## config.mk

```make
export PLATFORM = sky130hd
export DESIGN_NAME = ratio_bar_graph_serializer_flat
export DESIGN_NICKNAME = d
export VERILOG_FILES = /design/src/sv/rbg_pkg.sv /design/src/sv/rbg_if.sv /design/src/sv/rbg_front.sv /design/src/sv/rbg_queue.sv /design/src/sv/rbg_shifter.sv /design/src/sv/ratio_bar_graph_serializer.sv /design/src/flat_wrapper.sv
export SDC_FILE = /design/constraint.sdc
export NUM_CORES = 1
export LEC_CHECK = 0
export ABC_AREA = 1
export ABC_CLOCK_PERIOD_IN_PS = 6800
export BUFFER_PORTS_ARGS = -buffer_cell sky130_fd_sc_hd__buf_2
export CAP_MARGIN = 30
export CORE_MARGIN = 10
export CORE_UTILIZATION = 60
export DETAILED_ROUTE_END_ITERATION = 7
export MAX_ROUTING_LAYER = met4
export PLACE_DENSITY = 0.78
export SLEW_MARGIN = 20
export SYNTH_ARGS = -nofsm -noshare
export SYNTH_HDL_FRONTEND = slang
export SYNTH_SLANG_ARGS = --single-unit
```

## constraint.sdc

```tcl
create_clock -name clk -period 6.8 [get_ports clk]
set_input_delay 1.36 -clock clk [delete_from_list [all_inputs] [get_ports clk]]
set_output_delay 1.36 -clock clk [all_outputs]
set_load 0.02 [all_outputs]
```

## src/sv/rbg_pkg.sv

```systemverilog
`default_nettype none

package rbg_pkg;

  // Products of the ratio test: 200 * current + max, and 2 * (threshold + 1) * max,
  // both stay below 2**24 for 16-bit operands.
  localparam int unsigned PROD_W = 24;

  localparam logic [7:0] LHS_SCALE = 8'd200;

  localparam int unsigned LADDER_LEN = 8;

  // p > T  <=>  200*cur + max >= 2*(T+1)*max, for T in 100, 88, ..., 16.
  localparam logic [7:0] LADDER_K [LADDER_LEN] = '{
    8'd202, 8'd178, 8'd154, 8'd130, 8'd106, 8'd82, 8'd58, 8'd34
  };

  localparam logic [7:0] BAR_PATTERNS [LADDER_LEN + 1] = '{
    8'hFF, 8'h7F, 8'h3F, 8'h1F, 8'h0F, 8'h07, 8'h03, 8'h01, 8'h00
  };

  localparam logic [7:0] SELECT_BYTES [2] = '{8'h80, 8'h40};

  // Step numbering of one transfer: 0 opens, 1..32 carry bits, 33 latches.
  localparam int unsigned STEP_W = 6;
  localparam logic [STEP_W-1:0] FIRST_BIT_STEP = 6'd1;
  localparam logic [STEP_W-1:0] LATCH_STEP = 6'd33;

  typedef struct packed {
    logic [7:0] pattern;
    logic       bar_select;
  } rbg_job_t;

  typedef enum logic [1:0] {
    FE_IDLE,
    FE_SEARCH,
    FE_PUSH
  } fe_state_t;

endpackage

`default_nettype wire

```

## src/sv/rbg_if.sv

```systemverilog
`default_nettype none

interface rbg_req_if;
  logic        valid;
  logic        ready;
  logic [15:0] current_value;
  logic [15:0] max_value;
  logic        bar_select;

  modport source (output valid, output current_value, output max_value,
                  output bar_select, input ready);
  modport sink (input valid, input current_value, input max_value,
                input bar_select, output ready);
endinterface

interface rbg_pin_if;
  logic valid;
  logic ready;
  logic latch_pin;
  logic clock_pin;
  logic data_pin;
  logic last_step;

  modport source (output valid, output latch_pin, output clock_pin,
                  output data_pin, output last_step, input ready);
  modport sink (input valid, input latch_pin, input clock_pin,
                input data_pin, input last_step, output ready);
endinterface

`default_nettype wire

```

## src/sv/rbg_front.sv

```systemverilog
`default_nettype none

module rbg_front
  import rbg_pkg::*;
(
  input  wire logic     clk,
  input  wire logic     rst,
  rbg_req_if.sink       req,
  output logic          push,
  input  wire logic     push_ready,
  output rbg_job_t      job
);

  fe_state_t state, state_next;

  logic [PROD_W-1:0] lhs;
  logic [15:0]       max_q;
  logic [2:0]        idx;
  logic [7:0]        pattern;
  logic              sel;

  logic [PROD_W-1:0] rhs;
  logic              hit;
  logic              accept;

  assign rhs    = PROD_W'(max_q) * PROD_W'(LADDER_K[idx]);
  assign hit    = lhs >= rhs;
  assign accept = req.valid && req.ready;

  always_ff @(posedge clk) begin
    if (rst) begin
      state <= FE_IDLE;
    end else begin
      state <= state_next;
    end
  end

  always_comb begin
    state_next = state;
    req.ready  = 1'b0;
    push       = 1'b0;
    unique case (state)
      FE_IDLE: begin
        req.ready = 1'b1;
        if (req.valid) begin
          state_next = FE_SEARCH;
        end
      end
      FE_SEARCH: begin
        if (hit || idx == 3'(LADDER_LEN - 1)) begin
          state_next = FE_PUSH;
        end
      end
      FE_PUSH: begin
        push = 1'b1;
        if (push_ready) begin
          state_next = FE_IDLE;
        end
      end
      default: begin
        state_next = FE_IDLE;
      end
    endcase
  end

  // Walk the ladder from the top, one threshold per cycle.
  always_ff @(posedge clk) begin
    if (accept) begin
      lhs   <= PROD_W'(req.current_value) * PROD_W'(LHS_SCALE)
             + PROD_W'(req.max_value);
      max_q <= req.max_value;
      sel   <= req.bar_select;
      idx   <= '0;
    end else if (state == FE_SEARCH) begin
      if (hit) begin
        pattern <= BAR_PATTERNS[{1'b0, idx}];
      end else if (idx == 3'(LADDER_LEN - 1)) begin
        pattern <= BAR_PATTERNS[LADDER_LEN];
      end else begin
        idx <= idx + 3'd1;
      end
    end
  end

  assign job.pattern    = pattern;
  assign job.bar_select = sel;

  a_accept_search: assert property (@(posedge clk) disable iff (rst)
    accept |=> state == FE_SEARCH && idx == '0)
    else $error("front: accepted beat did not start the ladder search");

  a_zero_max_full: assert property (@(posedge clk) disable iff (rst)
    state == FE_PUSH && max_q == '0 |-> pattern == BAR_PATTERNS[0])
    else $error("front: zero maximum did not give the full pattern");

  a_ready_idle: assert property (@(posedge clk) disable iff (rst)
    state == FE_PUSH && !push_ready |=> state == FE_PUSH && !req.ready)
    else $error("front: job dropped while queue was full");

endmodule

`default_nettype wire

```

## src/sv/rbg_queue.sv

```systemverilog
`default_nettype none

module rbg_queue
  import rbg_pkg::*;
#(
  parameter int DEPTH = 2
) (
  input  wire logic     clk,
  input  wire logic     rst,
  input  wire logic     push,
  output logic          push_ready,
  input  wire rbg_job_t push_job,
  output logic          pop_valid,
  input  wire logic     pop,
  output rbg_job_t      pop_job
);

  localparam int PW = (DEPTH > 1) ? $clog2(DEPTH) : 1;
  localparam int CW = $clog2(DEPTH + 1);

  rbg_job_t        slots [DEPTH];
  logic [PW-1:0]   wr_ptr;
  logic [PW-1:0]   rd_ptr;
  logic [CW-1:0]   count;
  logic            do_push;
  logic            do_pop;

  assign push_ready = count != CW'(DEPTH);
  assign pop_valid  = count != '0;
  assign do_push    = push && push_ready;
  assign do_pop     = pop && pop_valid;
  assign pop_job    = slots[rd_ptr];

  always_ff @(posedge clk) begin
    if (do_push) begin
      slots[wr_ptr] <= push_job;
    end
  end

  always_ff @(posedge clk) begin
    if (rst) begin
      wr_ptr <= '0;
      rd_ptr <= '0;
      count  <= '0;
    end else begin
      if (do_push) begin
        wr_ptr <= (wr_ptr == PW'(DEPTH - 1)) ? '0 : wr_ptr + 1'b1;
      end
      if (do_pop) begin
        rd_ptr <= (rd_ptr == PW'(DEPTH - 1)) ? '0 : rd_ptr + 1'b1;
      end
      if (do_push && !do_pop) begin
        count <= count + 1'b1;
      end else if (do_pop && !do_push) begin
        count <= count - 1'b1;
      end
    end
  end

  a_count_bound: assert property (@(posedge clk) disable iff (rst)
    count <= CW'(DEPTH))
    else $error("queue: fill count beyond depth");

  a_push_grows: assert property (@(posedge clk) disable iff (rst)
    do_push && !do_pop |=> count == $past(count) + 1'b1)
    else $error("queue: push did not grow the fill count");

  a_last_pop: assert property (@(posedge clk) disable iff (rst)
    do_pop && !do_push && count == CW'(1) |=> !pop_valid)
    else $error("queue: still valid after last entry popped");

endmodule

`default_nettype wire

```

## src/sv/rbg_shifter.sv

```systemverilog
`default_nettype none

module rbg_shifter
  import rbg_pkg::*;
(
  input  wire logic     clk,
  input  wire logic     rst,
  input  wire logic     job_valid,
  output logic          job_pop,
  input  wire rbg_job_t job,
  rbg_pin_if.source     pins
);

  logic              active;
  logic [STEP_W-1:0] step;
  logic [15:0]       word;

  logic              out_valid;
  logic              latch_q;
  logic              clock_q;
  logic              data_q;
  logic              last_q;

  logic              out_free;
  logic              produce;
  logic [STEP_W-1:0] bit_step;
  logic [3:0]        bit_idx;

  assign out_free = !out_valid || pins.ready;
  assign produce  = out_free && (active || job_valid);
  assign job_pop  = produce && !active;
  assign bit_step = step - FIRST_BIT_STEP;
  assign bit_idx  = bit_step[4:1];

  always_ff @(posedge clk) begin
    if (rst) begin
      active    <= 1'b0;
      out_valid <= 1'b0;
    end else begin
      if (out_free) begin
        out_valid <= active || job_valid;
      end
      if (produce) begin
        if (!active) begin
          active <= 1'b1;
        end else if (step == LATCH_STEP) begin
          active <= 1'b0;
        end
      end
    end
  end

  always_ff @(posedge clk) begin
    if (produce) begin
      if (!active) begin
        // Opening step: all lines low; load the word to shift.
        word    <= {SELECT_BYTES[job.bar_select], job.pattern};
        step    <= FIRST_BIT_STEP;
        latch_q <= 1'b0;
        clock_q <= 1'b0;
        data_q  <= 1'b0;
        last_q  <= 1'b0;
      end else if (step == LATCH_STEP) begin
        // Latch step: data holds the last bit sent.
        latch_q <= 1'b1;
        clock_q <= 1'b0;
        data_q  <= word[15];
        last_q  <= 1'b1;
      end else begin
        step    <= step + 1'b1;
        latch_q <= 1'b0;
        clock_q <= !step[0];
        data_q  <= word[bit_idx];
        last_q  <= 1'b0;
      end
    end
  end

  assign pins.valid     = out_valid;
  assign pins.latch_pin = latch_q;
  assign pins.clock_pin = clock_q;
  assign pins.data_pin  = data_q;
  assign pins.last_step = last_q;

  a_last_shape: assert property (@(posedge clk) disable iff (rst)
    out_valid && last_q |-> latch_q && !clock_q)
    else $error("shifter: last beat is not a latch step");

  a_latch_ends: assert property (@(posedge clk) disable iff (rst)
    produce && active && step == LATCH_STEP |=> !active)
    else $error("shifter: transfer ran past the latch step");

  a_pop_only_idle: assert property (@(posedge clk) disable iff (rst)
    job_pop |-> !active && job_valid)
    else $error("shifter: job taken mid transfer");

endmodule

`default_nettype wire

```

## src/sv/ratio_bar_graph_serializer.sv

```systemverilog
`default_nettype none

// Bar graph serializer: each request beat carries a current value, a full-scale
// value and a bar select; the block rounds 100 * current / max half up, picks
// one of nine LED patterns from the ladder 100, 88, 76, 64, 52, 40, 28, 16
// (above 100 percent, or a zero maximum, lights every LED), and then emits 34
// pin-state beats for a pair of serial shift registers: one all-low beat,
// the 8 pattern bits and then the select byte (0x80 for bar 0, 0x40 for bar 1),
// LSB first, each as a clock-low beat and a clock-high beat, and a closing
// latch-high beat flagged by last_step. The shifter sends one beat per cycle to the
// pin port unless that port stalls, and this sets the sustained rate.
// The front end walks the ladder, one compare per cycle through a 16x8 multiply,
// hands the request to the queue once the pattern is found, and is ready for the
// next request the cycle after that hand-off, so the next request is taken
// while the current transfer is still shifting.
// Pin beats leave through an output register; a stalled pin port holds the
// shifter without losing a beat.

module ratio_bar_graph_serializer
  import rbg_pkg::*;
#(
  parameter int QUEUE_DEPTH = 2
) (
  input  wire logic clk,
  input  wire logic rst,
  rbg_req_if.sink   req,
  rbg_pin_if.source rsp
);

  logic     fe_push;
  logic     fe_push_ready;
  rbg_job_t fe_job;

  logic     q_valid;
  logic     q_pop;
  rbg_job_t q_job;

  // Classify: ratio to pattern.
  rbg_front u_front (
    .clk        (clk),
    .rst        (rst),
    .req        (req),
    .push       (fe_push),
    .push_ready (fe_push_ready),
    .job        (fe_job)
  );

  // Hold classified jobs between the two halves.
  rbg_queue #(
    .DEPTH (QUEUE_DEPTH)
  ) u_queue (
    .clk        (clk),
    .rst        (rst),
    .push       (fe_push),
    .push_ready (fe_push_ready),
    .push_job   (fe_job),
    .pop_valid  (q_valid),
    .pop        (q_pop),
    .pop_job    (q_job)
  );

  // Shift out pin states, one beat per cycle unless the pin port stalls.
  rbg_shifter u_shifter (
    .clk       (clk),
    .rst       (rst),
    .job_valid (q_valid),
    .job_pop   (q_pop),
    .job       (q_job),
    .pins      (rsp)
  );

endmodule

`default_nettype wire
```

## src/flat_wrapper.sv

```systemverilog
// flat-port wrapper written by rule: the top's interface ports become plain ports
module ratio_bar_graph_serializer_flat import rbg_pkg::*;
#(
  parameter int QUEUE_DEPTH = 2
)
  (clk, rst, req_valid, req_current_value, req_max_value, req_bar_select, req_ready, rsp_valid, rsp_latch_pin, rsp_clock_pin, rsp_data_pin, rsp_last_step, rsp_ready);
  rbg_req_if req_i ();
  rbg_pin_if rsp_i ();
  input  wire logic clk;
  input  wire logic rst;
  input wire logic [$bits(req_i.valid)-1:0] req_valid;
  input wire logic [$bits(req_i.current_value)-1:0] req_current_value;
  input wire logic [$bits(req_i.max_value)-1:0] req_max_value;
  input wire logic [$bits(req_i.bar_select)-1:0] req_bar_select;
  output wire logic [$bits(req_i.ready)-1:0] req_ready;
  output wire logic [$bits(rsp_i.valid)-1:0] rsp_valid;
  output wire logic [$bits(rsp_i.latch_pin)-1:0] rsp_latch_pin;
  output wire logic [$bits(rsp_i.clock_pin)-1:0] rsp_clock_pin;
  output wire logic [$bits(rsp_i.data_pin)-1:0] rsp_data_pin;
  output wire logic [$bits(rsp_i.last_step)-1:0] rsp_last_step;
  input wire logic [$bits(rsp_i.ready)-1:0] rsp_ready;
  assign req_i.valid = req_valid;
  assign req_i.current_value = req_current_value;
  assign req_i.max_value = req_max_value;
  assign req_i.bar_select = req_bar_select;
  assign req_ready = req_i.ready;
  assign rsp_valid = rsp_i.valid;
  assign rsp_latch_pin = rsp_i.latch_pin;
  assign rsp_clock_pin = rsp_i.clock_pin;
  assign rsp_data_pin = rsp_i.data_pin;
  assign rsp_last_step = rsp_i.last_step;
  assign rsp_i.ready = rsp_ready;
  ratio_bar_graph_serializer #(.QUEUE_DEPTH(QUEUE_DEPTH)) u_core (.clk(clk), .rst(rst), .req(req_i), .rsp(rsp_i));
endmodule
```

Word-level counts from Yosys, hierarchy flattened --
Memory sizes are Yosys's and may differ from the RTL's. A register that Yosys moved wholly into a read port is not among the register bits. Cells that the tools add are included.
Operators by class: eq/ne operators 9, bitwise logic cells 7, order comparisons 5, multiply operators 2, multiplexer cells 30, reductions and logical operators 25, add/sub/neg operators 8
Operators by type and width (number):
- 8-bit two-way mux | 9
- 24-bit by 16-bit adder with 24-bit output | 1
- 24-bit greater-or-equal comparator | 1
- 16-bit by 8-bit multiplier with 24-bit output | 1
- 16-bit by 5-bit multiplier with 21-bit output, second input constant | 1
- 1-bit two-way mux | 13
- 2-bit two-way mux | 5
- 2-bit inequality test, second input constant | 5
- 3-bit AND reduction | 3
- 1-bit logical AND | 7
- 6-bit by 1-bit adder with 6-bit output, second input constant | 1
- 6-bit == test, second input constant | 1
- 6-bit two-way mux | 1
- 2-bit one-hot mux with 3 select lines | 1
- 2-bit nonzero test | 3
- 5-bit greater-or-equal comparator, second input constant | 1
- 1-bit zero test | 5
- 4-bit by 5-bit < comparator with 1-bit output, second input constant | 1
- 3-bit inverter with 5-bit output | 1
- 5-bit by 1-bit subtractor with 5-bit output, second input constant | 1
- 1-bit binary-select mux with 4-bit select | 1
- 4-bit greater-or-equal comparator, second input constant | 1
- 1-bit inverter | 4
- 3-bit inverter with 4-bit output | 1
- other kinds (13) | 17
Word-level totals: output and inout port bits 6, bits in writable memories 18, bits in registers 85, memories 3, ROM bits 192, word-level logic and storage cells 105
Memories:
- (no name shown) | words 16, width 8, read ports 1, clocked after memory_dff 0, wr ports 0, RTL line rbg_front.sv:76 | pattern <= BAR_PATTERNS[{1'b0, idx}];
- (no name shown) | words 8, width 8, read ports 1, clocked after memory_dff 0, wr ports 0, RTL line rbg_front.sv:26 | assign rhs = PROD_W'(max_q) * PROD_W'(LADDER_K[idx]);
- u_core.u_queue.slots | words 2, width 9, read ports 1, clocked after memory_dff 1, wr ports 1, RTL line rbg_queue.sv:21 | rbg_job_t slots [DEPTH];

Logic depth before layout (Yosys ltp) --
depth in word-level cells 9, depth in mapped cells 33

Modules after synthesis --
Synthesis repeated with hierarchy kept, for this count alone.
Second synthesis, totals: cell total of the unflattened synthesis 1214, area, all modules 10132.2 um2
By module, submodules not included:
- rbg_front | cells an instance 1033, instances 1, seq. area each 1481.4 um2, area each 8151.6 um2
- rbg_shifter | cells an instance 116, instances 1, seq. area each 610.6 um2, area each 1074.8 um2
- rbg_queue | cells an instance 65, instances 1, seq. area each 640.6 um2, area each 905.9 um2

Worst setup path after synthesis --
OpenSTA, ideal clock, no wires.
kind reg-to-reg, start point reg u_core.u_front.idx[1], end point reg u_core.u_front.pattern[0], enable pin, path slack 539 ps, required time 6476 ps, buffers on the path 1, clock period less this slack 6261 ps, arrival 5937 ps, stages on the path, launching flop included 30, path through dfxtp_1 inv_1 ha_1 o21ai_0 clkbuf_1 nor2_1 fa_1 fa_1 fa_1 inv_1 fa_1 inv_1 ha_1 nand2_1 nor2_1 inv_1 o21ai_0 a21oi_1 xor2_1 ha_1 nand2_1 nor2_1 nand2_1 nor2_1 nand2_1 nand3_1 nor2_1 nand2_1 nand2_1 inv_1
Between the ends: word-level cells in the longest chain between the ends 8, elaborated cells between the ends (all ways) 9, those cells by class mul (1); order compare (1); eq/ne (1); mux (2); bitwise (1); reduce/logical (2); memory (1)
Ends and longest elaborated chain:
- from (decl) | RTL line rbg_front.sv:18 | logic [2:0] idx;
- from (signal assigned) | RTL line rbg_front.sv:80 | idx <= idx + 3'd1;
- 3-bit inverter with 4-bit output (implied by the code) | RTL line rbg_front.sv:26
- memory 8 x 8 bit
- 8-bit two-way mux (implied by the code) (2 in series) | RTL line rbg_front.sv:26
- 16-bit by 8-bit multiplier with 24-bit output | RTL line rbg_front.sv:26
- 24-bit greater-or-equal comparator | RTL line rbg_front.sv:27 | assign hit = lhs >= rhs;
- via u_core.u_front.hit | RTL line rbg_front.sv:23 | logic hit;
- 2-bit nonzero test (no line)
- 3-bit AND reduction (no line)
- to (signal assigned) | RTL line rbg_front.sv:76
- to (signal assigned) | RTL line rbg_front.sv:78 | pattern <= BAR_PATTERNS[LADDER_LEN];
- to (decl) | RTL line rbg_front.sv:19 | logic [7:0] pattern;
The timed path passes the listed nets, and every way through them passes these cells. The select of a mux whose other input is x is not followed. A chain may end at the register's enable or synchronous reset.

Final worst setup path --
start point reg u_core.u_front.idx[0], end point reg u_core.u_front.pattern[5], enable pin
The elaborated chain is that of the path after synthesis.

==> impl_metrics.py <==
metrics = {
    "status": {
        "status": "completed",
    },
    "clock_network": {
        "cts_tree": "yes",
        "clock_latency_ns": 0.36,
        "cts-buffers-inserted": 9,
        "cts_hold_buffers": 0,
        "ctsHtreeMaxLevel": 3,
        "cts_max_path_buffers": 2,
        "root_buffer": "clkbuf_16",
        "path_clk_slew_ns": 0.07,
        "clock_sinks": 95,
    },
    "finish": {
        "fin_cells": 1469,
        "area_growth_pct": 9.15,
        "fin_nets": 1511,
        "final_cell_mix": "255 x inv_1, 197 x nand2_1, 163 x ha_1, 108 x nor2_1, 83 x edfxtp_1",
        "drive_gt1_share_pct": 11.4,
        "antenna_cells": 0,
        "nFillCells": 1376,
        "layout_commonest_cell": "inv_1",
    },
    "synthesis": {
        "yosysSeqAreaShare_pct": 27.1,
        "synth_area_leaders": "edfxtp_1 25%, ha_1 20%, fa_1 13%, inv_1 9.5%, nand2_1 7.4%",
        "ys_types": 40,
        "synth_top_area_share_pct": 24.7,
        "synth_edf_count": 83,
        "synth_top_flop_cell": "edfxtp_1",
        "avgSynthCellArea_sq_um": 8.54,
        "async_flop_share_pct": 0,
        "ys_warn_count": 0,
        "netlist_area_sq_um": 10100,
        "syn_nets": 1447,
        "ys_seq_elements": 95,
        "netlist_instances": 1180,
        "yosysTopAreaCell": "edfxtp_1",
    },
    "sta": {
        "fmax_ghz": 0.152,
        "slew_headroom_pct": 47.0,
        "worst_pin_slew_ns": 0.792,
        "drv_slew": 0,
        "timing.final.ws_setup_ns": 0.229,
        "holdWs_ns": 0.448,
        "hold_viol_final": 0,
        "finalClockSkew_ns": 0.0105,
        "setup_viol_count_final": 0,
        "period_share_pct": 96.6,
        "final.min_clock_period_ns": 6.57,
    },
    "global_route": {
        "grt_use_met1_pct": 26.4,
        "antenna_found_initial": 0,
        "top_usage_layer": "met2",
        "grt.total_usage_pct": 20.0,
        "grtUsageMet2_pct": 32.1,
        "grt_pass1_vias": 7528,
        "grt_overflow": 0,
        "grt_max_degree": 29,
        "grt_use_met3_pct": 2.36,
        "grt_pass1_wl_um": 35400,
    },
    "setup_path": {
        "slowest_delay_ns": 0.54,
        "crit_path_end_kind": "flop",
        "path_class": "reg -> reg",
        "startpoint_type": "flop",
        "critPathTopFamily": "adder cells",
        "r2r_cells": 28,
        "regToRegStartpoint": "u_core.u_front.idx[0]",
        "critical_path.slowest_cell": "fa_1",
        "worstPathArrival_ns": 6.68,
        "reg2reg_setup_slack_ns": 0.23,
        "r2r-end": "u_core.u_front.pattern[5]",
        "path_buf_inv": 7,
        "cp_max_fo": 8,
        "required_ns": 6.91,
    },
    "floorplanning": {
        "ios": 43,
        "fp.dieH_um": 150,
        "die-area_sq_um": 22400,
        "fp.dieW_um": 150,
        "initial_core_util_pct": 61.0,
        "rows": 47,
        "core_sq_um": 16500,
    },
    "drt": {
        "drtIter0Drc": 561,
        "drc": 0,
        "vias_per_cell": 5.22,
        "ant_nets": 0,
        "wirelength_um": 20900,
        "wl_per_cell_um": 14.3,
        "drtPass1Iterations": 5,
        "vias": 7672,
    },
    "hold_path": {
        "holdPathEnd": "u_core.u_queue.slots[0][0]",
        "hold_depth": 0,
        "min-delay-start": "u_core.u_front.sel",
        "hold_class": "reg -> reg",
    },
    "place": {
        "place_ws_ns": 0.0151,
        "placed_cells": 1445,
        "port-buffer-count": 42,
        "routabilityCongestion": 0.909,
        "dp_hpwl_um": 18000,
    },
    "job": {
        "max_cap_violations": 0,
    },
}
==> cells in the mapped netlist (2+ instances only) <==
cell and instances:
nand2_1 199, a21o_1 5, o21ai_0 29, nand4_1 12, a31oi_1 2, nor2_2 6, a21oi_1 63, a21oi_2 2
edfxtp_1 83, inv_1 256, nor2_1 109, xor2_1 26, nor2_4 2, o21a_1 3, dfxtp_1 12, nand3b_1 2
and2_1 4, nor3_1 5, nand2_2 15, xnor2_1 20, mux2_2 8, inv_2 10, nand2_4 4, o211ai_1 3
fa_1 67, o21bai_1 2, nor3_2 2, o21ai_1 2, ha_1 163, o31ai_1 2, nand3_1 43, nand3_2 3
clkbuf_1 9
==> timing repair <==
| action | CTS | global route |
|---|---|---|
| pin swaps | 0 | 2 |
| endpoints found under the setup margin | 8 | 20 |
| buffers inserted | 0 | 7 |
| cloned | 0 | 1 |
| hold endpoints to repair | 0 | 0 |
| resized for setup | 1 | 13 |
==> cell families after synthesis <==
group	Yosys count	share of synthesized area (%)
and+or+nand+nor	408	17.7
buffers and inverters	276	10.3
adders and majority gates	230	33.6
AOI/OAI and AO/OA	117	6.46
DFF	95	27.1
xor gates and xnor gates	46	4.00
muxes	8	0.894
==> metrics by stage <==
stage	instance area, sq um	utilization, %	TNS (ns)
finish	11000	66.6	0
global route	11000	66.6	-0.755
CTS	10900	66.0	0
detailed placement	10600	64.3	0
global placement	10600	64.3	0
floorplan	10100	-	0
==> registers in the layout, indices dropped and copies added, names as in the netlist, named ones only <==
signal                           flops
u_core.u_shifter.active              1
u_core.u_front.max_q                13
u_core.u_front.idx                   3
u_core.u_queue.rd_ptr                1
u_core.u_front.pattern               8
u_core.u_queue.slots                18
u_core.u_queue.count                 2
u_core.u_shifter.word               10
u_core.u_shifter.step                6
u_core.u_queue.wr_ptr                1
u_core.u_shifter.pins.valid          1
u_core.u_front.sel                   1
u_core.u_front.lhs                  24
u_core.u_shifter.pins.clock_pin      1
u_core.u_front.state                 2
u_core.u_shifter.pins.data_pin       1
u_core.u_shifter.pins.last_step      1
==> worst max-delay path by stage <==
| stage | startpoint | endpoint | cells past startpoint |
|---|---|---|---|
| 3_3_place_gp | u_core.u_front.idx[0] | u_core.u_front.pattern[0] | 32 |
| 2_1_floorplan | u_core.u_front.idx[1] | u_core.u_front.pattern[0] | 29 |
| 4_1_cts | u_core.u_front.idx[0] | u_core.u_front.pattern[5] | 32 |
| 3_5_place_dp | u_core.u_front.idx[0] | u_core.u_front.pattern[0] | 30 |
| 5_1_grt | u_core.u_front.idx[1] | u_core.u_front.pattern[0] | 28 |
| 6_report | u_core.u_front.idx[0] | u_core.u_front.pattern[5] | 28 |
==> metal layers <==
metal  vias up  share of wire [%]
met5         -                  0
met4         0                1.5
met3        25                5.9
met2       195                 47
met1      3569                 46
li1       3883                  -
==> cell type report <==
cell class	count	area (sq um)	share of cell area [%]
sequential	95	2730	24.9
timing repair buffer	63	369	3.36
clock buffer	9	225	2.05
multi-input combinational	809	6330	57.6
inverter	266	998	9.08
clock inverter	7	63.8	0.580
tap	220	275	2.50
Power is left out: the tool's default activity adds up to more than one toggle a clock period on the data nets, which glitch-free logic cannot reach.
